## src/rtl/pmsbm_ram.sv

```systemverilog
module pmsbm_ram #(
  parameter int unsigned Width = 8,
  parameter int unsigned Depth = 16
) (
  input  logic                     clk_i,
  input  logic                     we_i,
  input  logic [$clog2(Depth)-1:0] waddr_i,
  input  logic [Width-1:0]         wdata_i,
  input  logic                     re_i,
  input  logic [$clog2(Depth)-1:0] raddr_i,
  output logic [Width-1:0]         rdata_o
);

  logic [Width-1:0] mem_q [Depth];
  logic [Width-1:0] rdata_q;

  always_ff @(posedge clk_i) begin
    if (we_i) begin
      mem_q[waddr_i] <= wdata_i;
    end
  end

  always_ff @(posedge clk_i) begin
    if (re_i) begin
      rdata_q <= mem_q[raddr_i];
    end
  end

  assign rdata_o = rdata_q;

endmodule

```

## config.mk

```make
export PLATFORM = sky130hd
export DESIGN_NAME = pmsbm_ram
export DESIGN_NICKNAME = d
export VERILOG_FILES = /design/src/rtl/pmsbm_ram.sv
export SDC_FILE = /design/constraint.sdc
export NUM_CORES = 1
export LEC_CHECK = 0
export ABC_AREA = 1
export BUFFER_PORTS_ARGS = -buffer_cell sky130_fd_sc_hd__buf_2
export CAP_MARGIN = 20
export CORE_ASPECT_RATIO = 1.25
export CORE_MARGIN = 10
export CORE_UTILIZATION = 65
export CTS_CLUSTER_SIZE = 20
export DETAILED_ROUTE_END_ITERATION = 12
export PLACE_DENSITY = 0.82
export SLEW_MARGIN = 20
export SYNTH_ARGS = -nofsm -noshare
export SYNTH_HDL_FRONTEND = slang
export SYNTH_SLANG_ARGS = --single-unit
```

## constraint.sdc

```tcl
create_clock -name clk_i -period 2.92 [get_ports clk_i]
set_input_delay 0.584 -clock clk_i [delete_from_list [all_inputs] [get_ports clk_i]]
set_output_delay 0.584 -clock clk_i [all_outputs]
set_load 0.005 [all_outputs]
```

==> impl_results.md, run 1 <==
- All-Layer GR Usage: 19.9%
- Worst slew margin: 44.9%
- CTS Buffer Depth: 2
- Final WL: 12800 um
- Worst Tran Pin Value: 824 ps
- CTS Hold Bufs: 0
- Critical Path AT: 1080 ps
- Slew Limit Fails: 0
- Antenna cells: 0
- Total Neg Setup Slack: 0 ps
- Final worst clock skew: 8.37 ps
- Crit-path max FO: 1
- Register area share after synthesis: 69.8%
- Synthesis Warnings: 0
- Part of the cycle the worst path needs: 57.2%
- Startpoint types: flop
- Width of the die: 105 um
- Most frequent cell after synthesis: nand2_1
- Unrepaired setup endpoints after global routing: false
- Core ar.: 0.00875 mm^2
- Wire length on met1: 4750 um
- Post-DP HPWL: 8090 um
- Worst skew pair latency: 530 ps
- Number of synthesized flops with an enable pin: 136
- Clock Pin Slew Worst Setup and Hold Paths: 60 ps
- Multi-input logic area: 0.00121 mm^2
- Via-to-Cell Ratio: 5.51
- Critical Path Sink Type: output port
- Die area: 0.0132 mm^2
- Hold Crit Class: input port to flop
- Critical Path Max Stage Delay: 410 ps
- Flop2flop setup slack: 1740 ps
- Max stage delay cell, worst path: edfxtp_1
- Max Cap Viol: 0
- Largest cells by area after synthesis: edfxtp_1, nand2_1, nand3_1, inv_1, buf_6
- Lkg Pwr: 0.00285 uW
- Tmin final: 1670 ps
- CP cell instances: buf_2
- Nets: 598
- Routed via count: 3926
- Top-level port count: 27
- DR WL/cell: 17.9 um
- Ys flop type: edfxtp_1
- Synth Area per Inst: 10.6 um^2
- Max IR drop VDD: 617 uV
- Gate Count Post-Synth: 551
- Row count: 38
- DRT Pass-1 Iters: 5
- Vias in the first global route: 3979
- DR top layer: met4
- DRC Markers: 0
- Final count of negative-setup-slack endpoints: 0
- Ys async rst share: 0%
- CTS tree: yes
- GP Congestion: 0.842
- Status: complete, no violations
- TritonCTS buffer count: 17
- CTS H-tree depth: 4
- Setup bufs post-CTS: 0
- Final hold viol count: 0
- Max Freq: 599 MHz
- Worst path bufs/invs: 1
- Largest area contributor in the synthesized netlist: edfxtp_1
- Port Buffers: 26
- DRT iter0 DRCs: 344
- Initial cell density of the core: 66.8%
- First-pass GRT wire length: 20400 um
- Yosys reg bits: 136
- Number of antenna violations at the first check in global routing: 0
- Final Util: 75.5%
- Post-CTS Resized: 0
- Post-Syn Area: 0.00585 mm^2
- Grt total ovfl: 0
- Met2 routed WL: 6490 um
- CTS Root Cell: clkbuf_8
- Commonest cells in the netlist: nand2_1, edfxtp_1, inv_1, nand3_1, nor2_1
- Top-area cell type share of the netlist area: 69.8%
- Yosys cell types: 11
- Crit-path leading delay family: flip-flops
- Largest net degree at the start of global routing: 35
- Routed Antenna Nets: 0
- Chip height: 126 um
- Synthesis-to-layout area growth: 12.9%
- Type of the worst setup path: flop to output port
- Clock sinks: 136
- Worst path required time: 2340 ps
- PwrDens: 684 mW/mm^2
- Reg area: 0.00408 mm^2
- DR WL met3: 1060 um
- FILL cells: 607
- Layout cells sized above 1: 11.1%
- Net Count, Synth: 570
metrics by stage:
step	instances	hold WS (ps)	worst slack [ps]	area (um^2)	total power (uW)
global route	712	408	1220	6600	4640
CTS	712	399	1230	6600	4530
detailed placement	680	713	964	6030	2510
floorplan	551	683	1390	5850	2400
finish	712	411	1250	6600	4520
global placement	680	721	1000	6030	2500
per-layer routing:
layer  track usage [%]  vias up
met5                 0        -
met2              33.4      193
li1                  -     1835
met1              23.0     1856
met3              5.20       42
met4              10.3        0
worst paths after layout:
check / cells after the start / start / endpoint
worst max-delay path: 1 / rdata_o[5] / rdata_o[5]
worst min-delay path: 1 / re_i / rdata_o[2]
worst max register to register: 6 / mem_q[4][2] / rdata_o[2]
worst min register to register: 6 / mem_q[10][0] / rdata_o[0]
placed cells by master, fill, tap and decap left out, drive strengths merged:
cell type / synthesis / routed
nand2: 173 / 173
edfxtp: 136 / 136
inv: 102 / 102
nand3: 97 / 97
buf: 24 / 33
clkbuf: 0 / 18
nor2: 17 / 17
clkinv: 0 / 9
bufinv: 0 / 3
nand3b: 2 / 2
clkinvlp: 0 / 2
flip-flops by register name, summed over array words and instances (netlist names):
name	flops
rdata_o	8
mem_q	128
power by group:
group	leakage (uW)	internal, uW	switching [uW]	total, uW
Clock	0.000284	1290	759	2050
Sequential	0.00124	2200	12.9	2210
Combinational	0.00133	71.5	184	255
Total	0.00285	3560	955	4520
final cells by class:
cell class / count / area share (%)
clock buffer: 18 / 6.33
timing repair buffer: 33 / 2.96
clock inverter: 14 / 2.39
sequential: 136 / 61.9
multi-input combinational: 289 / 18.4
tap: 120 / 2.27
inverter: 102 / 5.80
cells by family (layout without fill, tap and decap cells):
family                 after synthesis  count (layout)  synth area share [%]
buffers and inverters              126             167                  9.39
DFF                                136             136                  69.8
and+or+nand+nor                    289             289                  20.8
Power figures use the tool's default switching activity.
==> inputs of run 2 (changes only) <==
--- a/config.mk
+++ b/config.mk
@@ -5,15 +5,15 @@
 export SDC_FILE = /design/constraint.sdc
 export NUM_CORES = 1
 export LEC_CHECK = 0
-export ABC_AREA = 1
+export ABC_AREA = 0
 export BUFFER_PORTS_ARGS = -buffer_cell sky130_fd_sc_hd__buf_2
 export CAP_MARGIN = 20
 export CORE_ASPECT_RATIO = 1.25
 export CORE_MARGIN = 10
-export CORE_UTILIZATION = 65
+export CORE_UTILIZATION = 54
 export CTS_CLUSTER_SIZE = 20
 export DETAILED_ROUTE_END_ITERATION = 12
-export PLACE_DENSITY = 0.82
+export PLACE_DENSITY = 0.72
 export SLEW_MARGIN = 20
 export SYNTH_ARGS = -nofsm -noshare
 export SYNTH_HDL_FRONTEND = slang
==> constraint.sdc (replaced) <==
create_clock -name clk_i -period 1.49 [get_ports clk_i]
set_input_delay 0.298 -clock clk_i [delete_from_list [all_inputs] [get_ports clk_i]]
set_output_delay 0.298 -clock clk_i [all_outputs]
set_load 0.005 [all_outputs]
==> run 2 against run 1 <==
  * Worst setup slack got worse by 1200 ps
  * Critical endpoint is now rdata_o[3]
  * Clock skew fell by 2.0 ps
  * Flip-flop and latch count did not move
  * Via count fell by 35%
  * Cell area fell by 6.2%
==> impl_results.md, run 2 <==
- First-pass GRT wire length: 16200 um
- Clock sinks: 136
- Worst skew pair latency: 410 ps
- Startpoint types: flop
- TritonCTS buffer count: 17
- Via-to-Cell Ratio: 5.94
- Status: complete, no violations
- Type of the worst setup path: flop to flop
- Synth Area per Inst: 22.8 um^2
- Post-DP HPWL: 6270 um
- Nets: 307
- Vias in the first global route: 2704
- Most frequent cell after synthesis: edfxtp_1
- DR WL/cell: 25.0 um
- DRT Pass-1 Iters: 4
- Max Cap Viol: 0
- Gate Count Post-Synth: 229
- GP Congestion: 0.761
- Finished Cell Area: 0.00619 mm^2
- Largest net degree at the start of global routing: 24
- Routed Antenna Nets: 0
- Post-Place Cell Area: 0.00561 mm^2
- Largest area contributor in the synthesized netlist: edfxtp_1
- Antenna cells: 0
- Net Count, Synth: 248
- Top reg by flops: mem_q
- CTS tree: yes
- Post-Syn Area: 0.00523 mm^2
- Top-level port count: 27
- Number of synthesized flops with an enable pin: 136
- Top-area cell type share of the netlist area: 78.1%
- Critical Path AT: 1600 ps
- Unrepaired setup endpoints after global routing: false
- DRT iter0 DRCs: 184
- Max IR drop VDD: 1040 uV
- Number of antenna violations at the first check in global routing: 0
- Worst path bufs/invs: 0
- Port Buffers: 26
- Final worst clock skew: 6.41 ps
- Crit-path leading delay family: multiplexers
- Max Freq: 693 MHz
- Worst Tran Pin Value: 851 ps
- Row count: 40
- Core ar.: 0.00956 mm^2
- Critical Path Max Stage Delay: 520 ps
- CP cell instances: mux4_2 > a22oi_2 > nand2_1
- PwrDens: 1420 mW/mm^2
- Register area share after synthesis: 78.1%
- Final count of negative-setup-slack endpoints: 0
- Clock Pin Slew Worst Setup and Hold Paths: 60 ps
- Commonest cells in the netlist: edfxtp_1, mux4_2, a22oi_1, mux4_1, nor2_1
- Initial cell density of the core: 54.7%
- Final worst slack: 46.5 ps
- Synthesis Warnings: 0
- All-Layer GR Usage: 16.4%
- Worst slew margin: 43.1%
- Final hold viol count: 0
- Crit-path max FO: 1
- Worst path required time: 1640 ps
- Part of the cycle the worst path needs: 96.9%
- CTS Root Cell: clkbuf_16
- Max stage delay cell, worst path: mux4_2
- Ys flop type: edfxtp_1
- Slew Limit Fails: 0
- Grt total ovfl: 0
- Chip height: 130 um
- Commonest non-fill, non-tap cell in the layout: edfxtp_1
- Yosys reg bits: 136
- Total Neg Setup Slack: 0 ps
- Die area: 0.0140 mm^2
- Largest cells by area after synthesis: edfxtp_1, mux4_2, mux4_1, a22oi_1, nor2_1
- Final Util: 64.8%
- Width of the die: 108 um
- DRC Markers: 0
- Ys async rst share: 0%
- Critical Path Sink Type: flop
- Synthesis-to-layout area growth: 18.4%
- Post-place setup slack: -263 ps
- Routed via count: 2535
- Yosys cell types: 18
- Final WL: 10700 um
- Tmin final: 1440 ps
- Largest register FFs: 128
- Layout cells sized above 1: 36.9%
- CTS Buffer Depth: 2
- Commonest cells after routing, fill and taps aside: edfxtp_1, mux4_2, buf_2, buf_4, clkbuf_16
- Hold Crit Class: input port to flop
- CTS H-tree depth: 4
- Lkg Pwr: 0.00207 uW
## run 2: final timing paths
| kind | slack, ps | startpoint | cells after the start | endpoint |
|---|---|---|---|---|
| max | 50 | mem_q[3][3] | 3 | rdata_o[3] |
| min | 260 | re_i | 1 | rdata_o[2] |
| max reg2reg | 50 | mem_q[3][3] | 3 | rdata_o[3] |
| min reg2reg | 750 | mem_q[14][5] | 3 | rdata_o[5] |
## run 2: repair_timing
action                                  in CTS  in global routing
endpoints found under the setup margin       1                  1
setup buffers                                0                  0
gates resized for setup                      1                  1
hold buffers                                 0                  0
pin swaps                                    0                  0
## run 2: cell families after synthesis
logic type,after synthesis,synth area share [%]
flops,136,78.1
simple gates,35,3.14
mux,32,14.8
compound gates,16,2.30
buf+inv,10,1.65
## run 2: power by group
part / switching, uW / internal (uW)
clock: 1450 / 2610
sequential: 23.4 / 4310
combinational: 231 / 186
total: 1700 / 7110
## run 2: through the flow
step,hold WS [ps],total power (uW),std cells
6_report,259,8810,427
5_1_grt,251,9040,427
4_1_cts,254,8850,427
3_5_place_dp,681,4830,395
3_3_place_gp,668,4810,395
2_1_floorplan,397,4650,229
## run 2: layout make-up
| class | count | area, um^2 |
|---|---|---|
| multi-input cells | 83 | 1030 |
| repair buffers | 50 | 348 |
| flip-flops and latches | 136 | 4080 |
| clock buffers | 22 | 444 |
| well taps | 126 | 158 |
| clock inverters | 10 | 128 |
| fillers | 619 | 3370 |
## run 2: worst reg2reg max path: cells and delay by family, from the launching register on
| kind | cells | cell delay [ps] |
|---|---|---|
| compound gates | 1 | 170 |
| simple gates | 1 | 80 |
| mux | 1 | 520 |
| flops | 1 | 420 |
## run 2: per-layer routing
layer	global-route usage (%)	part of all wire (%)	up-vias
met5	0	0	-
met4	7.72	2.2	0
met3	4.59	6.7	17
met2	25.9	50	93
met1	20.5	41	1338
li1	-	-	1087
